--- src/sv/btgl_pkg.sv ---
`timescale 1ns / 1ps

package btgl_pkg;

    // Width of the cursor registers; the destination ports carry its low 16 bits.
    localparam int COORD_BITS = 16;
    // Working width for cursor arithmetic, wide enough for COORD_BITS plus a step.
    localparam int WIDE_BITS  = 34;

    localparam logic [7:0] CHAR_NEWLINE    = 8'd10;
    localparam logic [7:0] CHAR_SPACE      = 8'd32;
    localparam logic [7:0] CHAR_FIRST_DRAW = 8'd33;
    localparam logic [6:0] ATLAS_BASE      = 7'd32;

    localparam int IDX_BITS = 7;
    localparam int DIV_BITS = 8;

    typedef enum logic [2:0] {
        CFG_ORIGIN_X      = 3'd0,
        CFG_ORIGIN_Y      = 3'd1,
        CFG_GLYPH_W       = 3'd2,
        CFG_GLYPH_H       = 3'd3,
        CFG_ADVANCE_W     = 3'd4,
        CFG_ADVANCE_H     = 3'd5,
        CFG_ATLAS_COLUMNS = 3'd6,
        CFG_LAST_PRINT    = 3'd7
    } t_cfg_idx;

    typedef struct packed {
        logic [7:0] char_code;
        logic       start_text;
    } t_in_item;

    typedef struct packed {
        logic        [15:0] src_x;
        logic        [15:0] src_y;
        logic signed [15:0] dst_x;
        logic signed [15:0] dst_y;
    } t_out_item;

    typedef struct packed {
        logic [IDX_BITS-1:0] quot;
        logic [DIV_BITS-1:0] rem;
    } t_div_result;

    localparam logic signed [WIDE_BITS-1:0] COORD_MAX =
        WIDE_BITS'((64'sd1 <<< (COORD_BITS - 1)) - 64'sd1);
    localparam logic signed [WIDE_BITS-1:0] COORD_MIN = -COORD_MAX - WIDE_BITS'(1);

    // Clamps a wide signed value into the signed cursor range.
    function automatic logic signed [COORD_BITS-1:0] sat_coord(
        input logic signed [WIDE_BITS-1:0] v
    );
        logic signed [COORD_BITS-1:0] res;
        if (v > COORD_MAX) begin
            res = COORD_MAX[COORD_BITS-1:0];
        end else if (v < COORD_MIN) begin
            res = COORD_MIN[COORD_BITS-1:0];
        end else begin
            res = v[COORD_BITS-1:0];
        end
        return res;
    endfunction

    function automatic logic signed [WIDE_BITS-1:0] ext_coord(
        input logic signed [COORD_BITS-1:0] c
    );
        return {{(WIDE_BITS - COORD_BITS){c[COORD_BITS-1]}}, c};
    endfunction

    function automatic logic signed [WIDE_BITS-1:0] ext_origin(
        input logic signed [15:0] o
    );
        return {{(WIDE_BITS - 16){o[15]}}, o};
    endfunction

endpackage

--- src/sv/bitmap_text_glyph_layout_unit.sv ---
`timescale 1ns / 1ps
// Bitmap text glyph layout unit.
// Input channel (i_in_valid, o_in_stall, i_in_data): one character per transfer,
// with a start mark that reloads the cursor from the origin registers first.
// Output channel (o_out_valid, i_out_stall, o_out_data): one result per printable
// character, giving the atlas tile position and the screen position to draw it.
// Configuration channel (i_cfg_valid, o_cfg_ready, i_cfg_index, i_cfg_data) is
// always ready and is meant to be written while the unit is idle.
// Newline, space and ignored codes are finished in the cycle they are accepted.
// A printable character splits its atlas index by the column count on a restoring
// divider (seven steps, one quotient bit per cycle), then scales column and row
// by the glyph size on one shared 7x8 multiplier, column before row. The next
// character is taken only once the result is in the output register and the
// unit is back to idle, since input is stalled while a glyph is in flight.
// If the receiver stalls, the finished result waits in the output register; a
// new character may be accepted meanwhile, and its result waits until the
// register is free. Reset restores the register defaults and a zero cursor.
// The cursor saturates at the signed COORD_BITS limits.

module bitmap_text_glyph_layout_unit
    import btgl_pkg::*;
(
    input  logic       i_clk,
    input  logic       i_rst_n,
    input  logic       i_in_valid,
    output logic       o_in_stall,
    input  t_in_item   i_in_data,
    output logic       o_out_valid,
    input  logic       i_out_stall,
    output t_out_item  o_out_data,
    input  logic       i_cfg_valid,
    output logic       o_cfg_ready,
    input  logic [2:0] i_cfg_index,
    input  logic [15:0] i_cfg_data
);

    typedef enum logic [4:0] {
        S_IDLE = 5'b00001,
        S_DIV  = 5'b00010,
        S_MULX = 5'b00100,
        S_MULY = 5'b01000,
        S_OUT  = 5'b10000
    } t_state;

    // Configuration registers.
    logic signed [15:0] r_origin_x, r_origin_y;
    logic [7:0]         r_glyph_w, r_glyph_h;
    logic [9:0]         r_advance_w, r_advance_h;
    logic [7:0]         r_atlas_columns;
    logic [6:0]         r_last_print;

    // Cursor and job state.
    t_state                       r_state, n_state;
    logic signed [COORD_BITS-1:0] r_cursor_x, n_cursor_x;
    logic signed [COORD_BITS-1:0] r_cursor_y, n_cursor_y;
    logic signed [15:0]           r_dst_x, r_dst_y;
    logic [IDX_BITS-1:0]          r_col, r_row;
    logic [15:0]                  r_src_x, r_src_y;
    logic                         r_out_valid;
    t_out_item                    r_out_data;

    logic                         accept;
    logic                         is_newline, is_space, is_draw;
    logic signed [COORD_BITS-1:0] cur_x_eff, cur_y_eff, org_x_sat;
    logic signed [COORD_BITS-1:0] add_op, add_sum;
    logic [9:0]                   add_inc;
    logic [IDX_BITS-1:0]          atlas_idx;
    logic [DIV_BITS-1:0]          divisor;
    logic                         div_done;
    t_div_result                  div_res;
    logic [IDX_BITS-1:0]          mul_a;
    logic [7:0]                   mul_b;
    logic [14:0]                  mul_p;
    logic signed [WIDE_BITS-1:0]  cur_x_wide, cur_y_wide;
    logic                         out_free;

    assign o_cfg_ready = 1'b1;

    // Configuration writes.
    always_ff @(posedge i_clk) begin
        if (!i_rst_n) begin
            r_origin_x      <= '0;
            r_origin_y      <= '0;
            r_glyph_w       <= 8'd8;
            r_glyph_h       <= 8'd8;
            r_advance_w     <= 10'd8;
            r_advance_h     <= 10'd8;
            r_atlas_columns <= 8'd16;
            r_last_print    <= 7'd126;
        end else if (i_cfg_valid && o_cfg_ready) begin
            unique case (t_cfg_idx'(i_cfg_index))
                CFG_ORIGIN_X:      r_origin_x      <= i_cfg_data;
                CFG_ORIGIN_Y:      r_origin_y      <= i_cfg_data;
                CFG_GLYPH_W:       r_glyph_w       <= i_cfg_data[7:0];
                CFG_GLYPH_H:       r_glyph_h       <= i_cfg_data[7:0];
                CFG_ADVANCE_W:     r_advance_w     <= i_cfg_data[9:0];
                CFG_ADVANCE_H:     r_advance_h     <= i_cfg_data[9:0];
                CFG_ATLAS_COLUMNS: r_atlas_columns <= i_cfg_data[7:0];
                CFG_LAST_PRINT:    r_last_print    <= i_cfg_data[6:0];
            endcase
        end
    end

    // Character decode. Items are taken only while no glyph is in flight.
    assign o_in_stall = (r_state != S_IDLE);
    assign accept     = i_in_valid && !o_in_stall;

    always_comb begin
        is_newline = (i_in_data.char_code == CHAR_NEWLINE);
        is_space   = (i_in_data.char_code == CHAR_SPACE);
        is_draw    = (i_in_data.char_code >= CHAR_FIRST_DRAW) &&
                     (i_in_data.char_code <= {1'b0, r_last_print});
        atlas_idx  = i_in_data.char_code[IDX_BITS-1:0] - ATLAS_BASE;
        divisor    = (r_atlas_columns == '0) ? 8'd1 : r_atlas_columns;
    end

    // The cursor after an optional start reload, and the one saturating adder
    // shared by newline (y step) and space or glyph (x step).
    always_comb begin
        org_x_sat = sat_coord(ext_origin(r_origin_x));
        cur_x_eff = i_in_data.start_text ? org_x_sat : r_cursor_x;
        cur_y_eff = i_in_data.start_text ? sat_coord(ext_origin(r_origin_y)) : r_cursor_y;
        add_op    = is_newline ? cur_y_eff : cur_x_eff;
        add_inc   = is_newline ? r_advance_h : r_advance_w;
        add_sum   = sat_coord(ext_coord(add_op) + WIDE_BITS'(add_inc));
        cur_x_wide = ext_coord(cur_x_eff);
        cur_y_wide = ext_coord(cur_y_eff);
    end

    always_comb begin
        n_cursor_x = r_cursor_x;
        n_cursor_y = r_cursor_y;
        if (accept) begin
            n_cursor_x = cur_x_eff;
            n_cursor_y = cur_y_eff;
            if (is_newline) begin
                n_cursor_x = org_x_sat;
                n_cursor_y = add_sum;
            end else if (is_space || is_draw) begin
                n_cursor_x = add_sum;
            end
        end
    end

    btgl_div u_div (
        .i_clk      (i_clk),
        .i_rst_n    (i_rst_n),
        .i_start    (accept && is_draw),
        .i_dividend (atlas_idx),
        .i_divisor  (divisor),
        .o_done     (div_done),
        .o_result   (div_res)
    );

    // Shared tile multiplier: column by glyph width, then row by glyph height.
    always_comb begin
        mul_a = (r_state == S_MULY) ? r_row : r_col;
        mul_b = (r_state == S_MULY) ? r_glyph_h : r_glyph_w;
        mul_p = {8'd0, mul_a} * {7'd0, mul_b};
    end

    assign out_free = !r_out_valid || !i_out_stall;

    always_comb begin
        n_state = r_state;
        unique case (r_state)
            S_IDLE: if (accept && is_draw) n_state = S_DIV;
            S_DIV:  if (div_done) n_state = S_MULX;
            S_MULX: n_state = S_MULY;
            S_MULY: n_state = S_OUT;
            S_OUT:  if (out_free) n_state = S_IDLE;
        endcase
    end

    always_ff @(posedge i_clk) begin
        if (!i_rst_n) begin
            r_state     <= S_IDLE;
            r_cursor_x  <= '0;
            r_cursor_y  <= '0;
            r_out_valid <= 1'b0;
        end else begin
            r_state    <= n_state;
            r_cursor_x <= n_cursor_x;
            r_cursor_y <= n_cursor_y;
            if (r_state == S_OUT && out_free) begin
                r_out_valid <= 1'b1;
            end else if (!i_out_stall) begin
                r_out_valid <= 1'b0;
            end
        end
    end

    // Job payload: the destination is the cursor before this glyph's advance.
    always_ff @(posedge i_clk) begin
        if (accept) begin
            r_dst_x <= cur_x_wide[15:0];
            r_dst_y <= cur_y_wide[15:0];
        end
        if (r_state == S_DIV && div_done) begin
            r_col <= div_res.rem[IDX_BITS-1:0];
            r_row <= div_res.quot;
        end
        if (r_state == S_MULX) begin
            r_src_x <= {1'b0, mul_p};
        end
        if (r_state == S_MULY) begin
            r_src_y <= {1'b0, mul_p};
        end
        if (r_state == S_OUT && out_free) begin
            r_out_data.src_x <= r_src_x;
            r_out_data.src_y <= r_src_y;
            r_out_data.dst_x <= r_dst_x;
            r_out_data.dst_y <= r_dst_y;
        end
    end

    assign o_out_valid = r_out_valid;
    assign o_out_data  = r_out_data;

endmodule

--- src/sv/btgl_div.sv ---
`timescale 1ns / 1ps

module btgl_div
    import btgl_pkg::*;
(
    input  logic                i_clk,
    input  logic                i_rst_n,
    input  logic                i_start,
    input  logic [IDX_BITS-1:0] i_dividend,
    input  logic [DIV_BITS-1:0] i_divisor,
    output logic                o_done,
    output t_div_result         o_result
);

    typedef enum logic [1:0] {
        D_IDLE = 2'b01,
        D_RUN  = 2'b10
    } t_div_state;

    t_div_state          r_state, n_state;
    logic [2:0]          r_cnt, n_cnt;
    logic                r_done, n_done;
    logic [IDX_BITS-1:0] r_dvd, n_dvd;
    logic [DIV_BITS-1:0] r_rem, n_rem;
    logic [DIV_BITS-1:0] r_dvs, n_dvs;
    logic [DIV_BITS:0]   trial;
    logic [DIV_BITS:0]   diff;
    logic                fits;

    // One restoring step per cycle; the dividend register fills up with quotient bits.
    always_comb begin
        trial = {r_rem, r_dvd[IDX_BITS-1]};
        diff  = trial - {1'b0, r_dvs};
        fits  = trial >= {1'b0, r_dvs};
    end

    always_comb begin
        n_state = r_state;
        n_cnt   = r_cnt;
        n_done  = 1'b0;
        n_dvd   = r_dvd;
        n_rem   = r_rem;
        n_dvs   = r_dvs;
        unique case (r_state)
            D_IDLE: begin
                if (i_start) begin
                    n_dvd   = i_dividend;
                    n_dvs   = i_divisor;
                    n_rem   = '0;
                    n_cnt   = 3'(IDX_BITS - 1);
                    n_state = D_RUN;
                end
            end
            D_RUN: begin
                n_rem = fits ? diff[DIV_BITS-1:0] : trial[DIV_BITS-1:0];
                n_dvd = {r_dvd[IDX_BITS-2:0], fits};
                n_cnt = r_cnt - 3'd1;
                if (r_cnt == 3'd0) begin
                    n_done  = 1'b1;
                    n_state = D_IDLE;
                end
            end
        endcase
    end

    always_ff @(posedge i_clk) begin
        if (!i_rst_n) begin
            r_state <= D_IDLE;
            r_done  <= 1'b0;
            r_cnt   <= '0;
        end else begin
            r_state <= n_state;
            r_done  <= n_done;
            r_cnt   <= n_cnt;
        end
        r_dvd <= n_dvd;
        r_rem <= n_rem;
        r_dvs <= n_dvs;
    end

    assign o_done          = r_done;
    assign o_result.quot   = r_dvd;
    assign o_result.rem    = r_rem;

endmodule

--- config.mk ---
export PLATFORM = sky130hd
export DESIGN_NAME = bitmap_text_glyph_layout_unit
export DESIGN_NICKNAME = d
export VERILOG_FILES = /design/src/sv/btgl_pkg.sv /design/src/sv/bitmap_text_glyph_layout_unit.sv /design/src/sv/btgl_div.sv
export SDC_FILE = /design/constraint.sdc
export NUM_CORES = 1
export LEC_CHECK = 0
export BUFFER_PORTS_ARGS = -buffer_cell sky130_fd_sc_hd__buf_2
export CAP_MARGIN = 20
export CORE_ASPECT_RATIO = 1.5
export CORE_MARGIN = 2
export CORE_UTILIZATION = 55
export DETAILED_ROUTE_END_ITERATION = 16
export GPL_ROUTABILITY_DRIVEN = 0
export HOLD_SLACK_MARGIN = 0.02
export PLACE_DENSITY_LB_ADDON = 0.25
export SLEW_MARGIN = 10
export SYNTH_ARGS = -nofsm -noshare
export SYNTH_HDL_FRONTEND = slang
export SYNTH_HIERARCHICAL = 1
export SYNTH_SLANG_ARGS = --single-unit
--- constraint.sdc ---
create_clock -name i_clk -period 5.6 [get_ports i_clk]
set_input_delay 1.12 -clock i_clk [delete_from_list [all_inputs] [get_ports i_clk]]
set_output_delay 1.12 -clock i_clk [all_outputs]
set_load 0.1 [all_outputs]
==> report_table.html <==
<table>
<tr><th>Metric</th><th>Value</th></tr>
<tr><th colspan="2">Floorplanning</th></tr>
<tr><td>Die Area</td><td>between 20,000 and 30,000 um^2</td></tr>
<tr><td>X dimension of the die</td><td>between 100 and 150 um</td></tr>
<tr><td>Die Y</td><td>a little over 200 um</td></tr>
<tr><td>Number of placement rows</td><td>around 70</td></tr>
<tr><td>Number of top-level pins</td><td>100</td></tr>
<tr><td>Floorplan core area</td><td>approximately 26,000 um^2</td></tr>
<tr><td>Effective utilization at floorplan</td><td>55.70%</td></tr>
<tr><th colspan="2">Min path</th></tr>
<tr><td>Startpoint of the tightest hold check path</td><td>r_src_x[13]$_DFFE_PP_</td></tr>
<tr><td>Worst Hold Path EP</td><td>o_out_data[61]$_DFFE_PP_</td></tr>
<tr><td>Worst min-delay path class</td><td>reg2reg</td></tr>
<tr><td>Min-Delay Path Depth</td><td>0</td></tr>
<tr><th colspan="2">Pwr</th></tr>
<tr><td>Maximum vdd ir drop</td><td>262.2 uV</td></tr>
<tr><td>Relative contribution of combinational cells to total power</td><td>12.1%</td></tr>
<tr><td>Switching power summed over all nets</td><td>0.001210 W</td></tr>
<tr><td>Sw Ratio</td><td>around a quarter</td></tr>
<tr><td>Internal power of the cells</td><td>0.003610 W</td></tr>
<tr><td>Fraction of power consumed by the clock network</td><td>a little under two fifths</td></tr>
<tr><td>Leakage power figure</td><td>6.586 nW</td></tr>
<tr><td>Areal power density over the cells</td><td>301.6 nW/um^2</td></tr>
<tr><td>Sequential cell fraction of total power</td><td>between 50% and 60%</td></tr>
<tr><th colspan="2">Cells and area</th></tr>
<tr><td>Filler Cells Inserted</td><td>2,104</td></tr>
<tr><td>Fraction of final layout cells with drive strength greater than 1</td><td>between 10% and 20%</td></tr>
<tr><td>Post-Route Utilization</td><td>62.25%</td></tr>
<tr><td>P&amp;R area growth vs syn</td><td>11.77%</td></tr>
<tr><td>Net count of the finished layout</td><td>1,618</td></tr>
<tr><th colspan="2">Critical path</th></tr>
<tr><td>Endpoint of the worst register-to-register path</td><td>r_src_y[12]$_DFFE_PP_</td></tr>
<tr><td>Reg2reg start</td><td>r_state[1]$_SDFFE_PN0P_</td></tr>
<tr><td>Kind of start point of the critical path</td><td>register</td></tr>
<tr><td>Worst-path fanout max</td><td>25</td></tr>
<tr><td>Kind of critical path</td><td>reg2reg</td></tr>
<tr><td>Data arrival time at the worst-slack endpoint</td><td>5590 ps</td></tr>
<tr><td>Startpoint of the worst setup timing path</td><td>r_state[1]$_SDFFE_PN0P_</td></tr>
<tr><td>Endpoint kind of the worst setup timing path</td><td>register</td></tr>
<tr><td>Crit path required time</td><td>slightly below 6000 ps</td></tr>
<tr><td>Cells on worst reg2reg path</td><td>17</td></tr>
<tr><td>Reg-to-reg slack, setup</td><td>290 ps</td></tr>
<tr><th colspan="2">Detailed routing</th></tr>
<tr><td>Detailed-route via count</td><td>10,600</td></tr>
<tr><td>First drt pass iteration count</td><td>7</td></tr>
<tr><td>Avg WL per Cell</td><td>17.46 um</td></tr>
<tr><td>DRT iter0 DRCs</td><td>818</td></tr>
<tr><td>Detailed Route WL</td><td>32,260 um</td></tr>
<tr><td>Number of antenna-violating nets in the routed design</td><td>0</td></tr>
<tr><td>Ratio of routed vias to standard cells</td><td>around 5.7</td></tr>
<tr><td>Drt drc</td><td>0</td></tr>
<tr><th colspan="2">Clock network</th></tr>
<tr><td>Maximum buffer depth of the clock tree</td><td>3</td></tr>
<tr><td>CTS tree</td><td>yes</td></tr>
<tr><td>TritonCTS buffer count</td><td>26</td></tr>
<tr><td>Worst skew pair latency</td><td>550 ps</td></tr>
<tr><td>Count of buffers added by post-CTS timing repair for setup</td><td>0</td></tr>
<tr><td>Sinks on the clock net</td><td>around 290</td></tr>
<tr><td>Number of levels the H-tree was split into</td><td>1</td></tr>
<tr><td>Clock tree root buffer cell</td><td>sky130_fd_sc_hd__clkbuf_16</td></tr>
<tr><td>Clock input transition at the sequential cells of the worst setup and hold paths</td><td>~60 ps</td></tr>
<tr><th colspan="2">Synthesis</th></tr>
<tr><td>Most instantiated library cell after synthesis</td><td>sky130_fd_sc_hd__nand2_1</td></tr>
<tr><td>Mean instance size in the synthesized netlist</td><td>a little over 10 um^2</td></tr>
<tr><td>Post-synth EDFFs</td><td>between 150 and 200</td></tr>
<tr><td>Area fraction of the dominant cell type after synthesis</td><td>about a third</td></tr>
<tr><td>Leading area contributor after synthesis</td><td>sky130_fd_sc_hd__edfxtp_1</td></tr>
<tr><td>Synth warn</td><td>6</td></tr>
<tr><td>Most frequent cells after synthesis</td><td>315 x sky130_fd_sc_hd__nand2_1, 161 x sky130_fd_sc_hd__edfxtp_1, 148 x sky130_fd_sc_hd__a21oi_1</td></tr>
<tr><td>Combined area of all synthesized cells</td><td>14,300 um^2</td></tr>
<tr><td>Number of register bits inferred by synthesis</td><td>288</td></tr>
<tr><td>Part of the Yosys area used for sequential elements</td><td>51.59%</td></tr>
<tr><td>Synth async-reset ratio</td><td>0%</td></tr>
<tr><td>Count of distinct cell types in the synthesized netlist</td><td>81</td></tr>
<tr><td>Area contributors post-synth</td><td>sky130_fd_sc_hd__edfxtp_1 34%, sky130_fd_sc_hd__dfxtp_1 18%, sky130_fd_sc_hd__nand2_1 8.3%</td></tr>
<tr><td>Post-synth top flop</td><td>sky130_fd_sc_hd__edfxtp_1</td></tr>
<tr><td>Number of cells produced by synthesis</td><td>1,417</td></tr>
<tr><th colspan="2">Timing</th></tr>
<tr><td>Slack of the critical path</td><td>slightly below 300 ps</td></tr>
<tr><td>Maximum achievable frequency</td><td>0.1884 GHz</td></tr>
<tr><td>Final period util</td><td>94.77%</td></tr>
<tr><td>Final hold viol count</td><td>0</td></tr>
<tr><td>Skew final</td><td>around 11 ps</td></tr>
<tr><td>Setup Viol. Count Final</td><td>0</td></tr>
<tr><td>Worst-Margin Slew</td><td>between 1000 and 1500 ps</td></tr>
<tr><td>Final max-slew violation count</td><td>0</td></tr>
<tr><td>RSZ-0062 raised after global routing</td><td>false</td></tr>
<tr><td>Setup TNS Final</td><td>0 ps</td></tr>
<tr><td>Clock period minus final worst setup slack</td><td>5307 ps</td></tr>
<tr><td>Worst slew slack as a fraction of its limit</td><td>29.51%</td></tr>
<tr><th colspan="2">Global routing</th></tr>
<tr><td>Number of global-route vias before repair</td><td>10,150</td></tr>
<tr><td>Aggregate global routing overflow</td><td>0</td></tr>
<tr><td>GRT Overall Usage</td><td>23.83%</td></tr>
<tr><td>Pin count of the biggest net entering global routing</td><td>52</td></tr>
<tr><td>Wire length of the first global-routing pass</td><td>52,150 um</td></tr>
<tr><td>Antenna violations before repair</td><td>1</td></tr>
<tr><th colspan="2">Flow run</th></tr>
<tr><td>Maxcap violations</td><td>0</td></tr>
<tr><th colspan="2">Run status</th></tr>
<tr><td>Outcome</td><td>complete, no violations</td></tr>
<tr><th colspan="2">Place</th></tr>
<tr><td>Total of buffers placed on input and output ports</td><td>96</td></tr>
<tr><td>Post-Place Setup Slack</td><td>409.8 ps</td></tr>
<tr><td>Sum of net half-perimeters after detailed placement</td><td>22,790 um</td></tr>
</table>
-- kinds of logic after synthesis --
group | share of synthesized area, %
compound gates | 13.29
simple gates | 16.08
other cells | 0.05252
flops | 51.59
mux | 3.876
buf+inv | 4.174
fa+ha+maj | 9.590
xor+xnor | 1.347
-- timing repair --
action / in CTS / in global routing
hold buffers: 0 / 0
gates resized for setup: 0 / 6
endpoints found under the setup margin: 0 / 4
-- cell type report --
type	instances	area, um^2	area share [%]
Sequential cell	288	7378	46.16
Multi-Input combinational cell	985	6371	39.86
Antenna cell	1	2.502	0.01566
Clock inverter	11	142.6	0.8924
Timing Repair Buffer	120	658.1	4.118
Tap cell	333	416.7	2.607
Clock buffer	37	735.7	4.603
Inverter	73	277.8	1.738
-- critical path, stage by stage, from the launching register on --
cell	delay, ps
sky130_fd_sc_hd__dfxtp_1	330
sky130_fd_sc_hd__nor2_1	100
sky130_fd_sc_hd__nand2_1	70
sky130_fd_sc_hd__or3_1	370
sky130_fd_sc_hd__buf_4	260
sky130_fd_sc_hd__mux2i_1	360
sky130_fd_sc_hd__nor2_1	110
sky130_fd_sc_hd__fa_1	510
sky130_fd_sc_hd__fa_1	520
sky130_fd_sc_hd__fa_1	510
sky130_fd_sc_hd__fa_1	510
sky130_fd_sc_hd__ha_1	370
sky130_fd_sc_hd__nor2b_1	170
sky130_fd_sc_hd__o211ai_1	160
sky130_fd_sc_hd__nand2_1	90
sky130_fd_sc_hd__a41oi_1	250
sky130_fd_sc_hd__nor2b_1	210
sky130_fd_sc_hd__xnor2_1	110
-- placed cells by master, fill, tap and decap left out, types with 10 or more instances in the layout --
cell,synthesis,final
sky130_fd_sc_hd__nand2_1,315,315
sky130_fd_sc_hd__inv_1,72,70
sky130_fd_sc_hd__xnor2_1,15,15
sky130_fd_sc_hd__nor2_1,77,76
sky130_fd_sc_hd__dfxtp_1,127,126
sky130_fd_sc_hd__buf_2,2,97
sky130_fd_sc_hd__nor2b_1,13,13
sky130_fd_sc_hd__ha_1,60,60
sky130_fd_sc_hd__nor3_1,12,11
sky130_fd_sc_hd__nand2b_1,14,14
sky130_fd_sc_hd__o21ai_0,27,26
sky130_fd_sc_hd__fa_1,31,31
sky130_fd_sc_hd__nand3_1,32,32
sky130_fd_sc_hd__mux2_2,19,19
sky130_fd_sc_hd__clkbuf_16,0,27
sky130_fd_sc_hd__o21a_1,10,10
sky130_fd_sc_hd__o211ai_1,18,18
sky130_fd_sc_hd__mux2i_1,31,28
sky130_fd_sc_hd__edfxtp_1,161,161
sky130_fd_sc_hd__a21oi_1,148,146
sky130_fd_sc_hd__buf_4,5,23
-- power by group through the flow --
| stage | clock network [W] | logic, W | registers (W) |
|---|---|---|---|
| after CTS | 0.00185 | 0.000576 | 0.00241 |
| final | 0.00183 | 0.000581 | 0.00241 |
| after detailed placement | 0 | 0.000573 | 0.00246 |
| after floorplan | 0 | 0.000435 | 0.00244 |
| after global routing | 0.00194 | 0.000637 | 0.00242 |
| after global placement | 0 | 0.000559 | 0.00245 |
-- per-stage QoR --
stage,total power [W],hold WS [ps],instances,instance area (um^2)
floorplan,0.002872,400.3,1418,14300
global placement,0.003012,401.4,1798,15080
detailed placement,0.003031,404.5,1799,15080
CTS,0.004839,412.9,1847,15960
global route,0.005005,415.8,1847,15980
finish,0.004820,412.9,1848,15980
-- sequential cells by signal, summed over array words and instances, names as in the netlist, 3 cells and up --
signal and flops:
r_state 5, r_origin_y 16, r_glyph_h 8, r_dst_x 16, r_advance_w 10, u_div/r_cnt 3, r_glyph_w 8, r_last_print 7
r_atlas_columns 8, u_div/r_dvd 7, r_dst_y 16, r_src_y 15, r_advance_h 10, r_cursor_x 16, o_out_data 62, r_origin_x 16
r_row 7, r_src_x 15, u_div/r_dvs 8, u_div/r_rem 8, r_col 7, r_cursor_y 16
-- routing by layer --
layer | wire length (um) | up-vias | track usage (%) | part of all wire (%)
li1 | - | 5117 | - | -
met1 | 13540 | 5022 | 31.74 | 42
met2 | 15620 | 392 | 39.90 | 48
met3 | 2081 | 70 | 2.998 | 6.5
met4 | 1021 | 0 | 8.705 | 3.2
met5 | 0 | - | 0 | 0
-- how the worst max path moves through the flow --
stage / end / slack [ps]
final: r_src_y[12]$_DFFE_PP_ / 290
after global placement: r_src_x[12]$_DFFE_PP_ / 500
after detailed placement: r_cursor_x[4]$_SDFFE_PN0P_ / 410
after CTS: r_src_y[12]$_DFFE_PP_ / 320
after global routing: r_src_y[12]$_DFFE_PP_ / 5
after floorplan: r_src_x[12]$_DFFE_PP_ / 80
(Power assumes the default switching activity.)
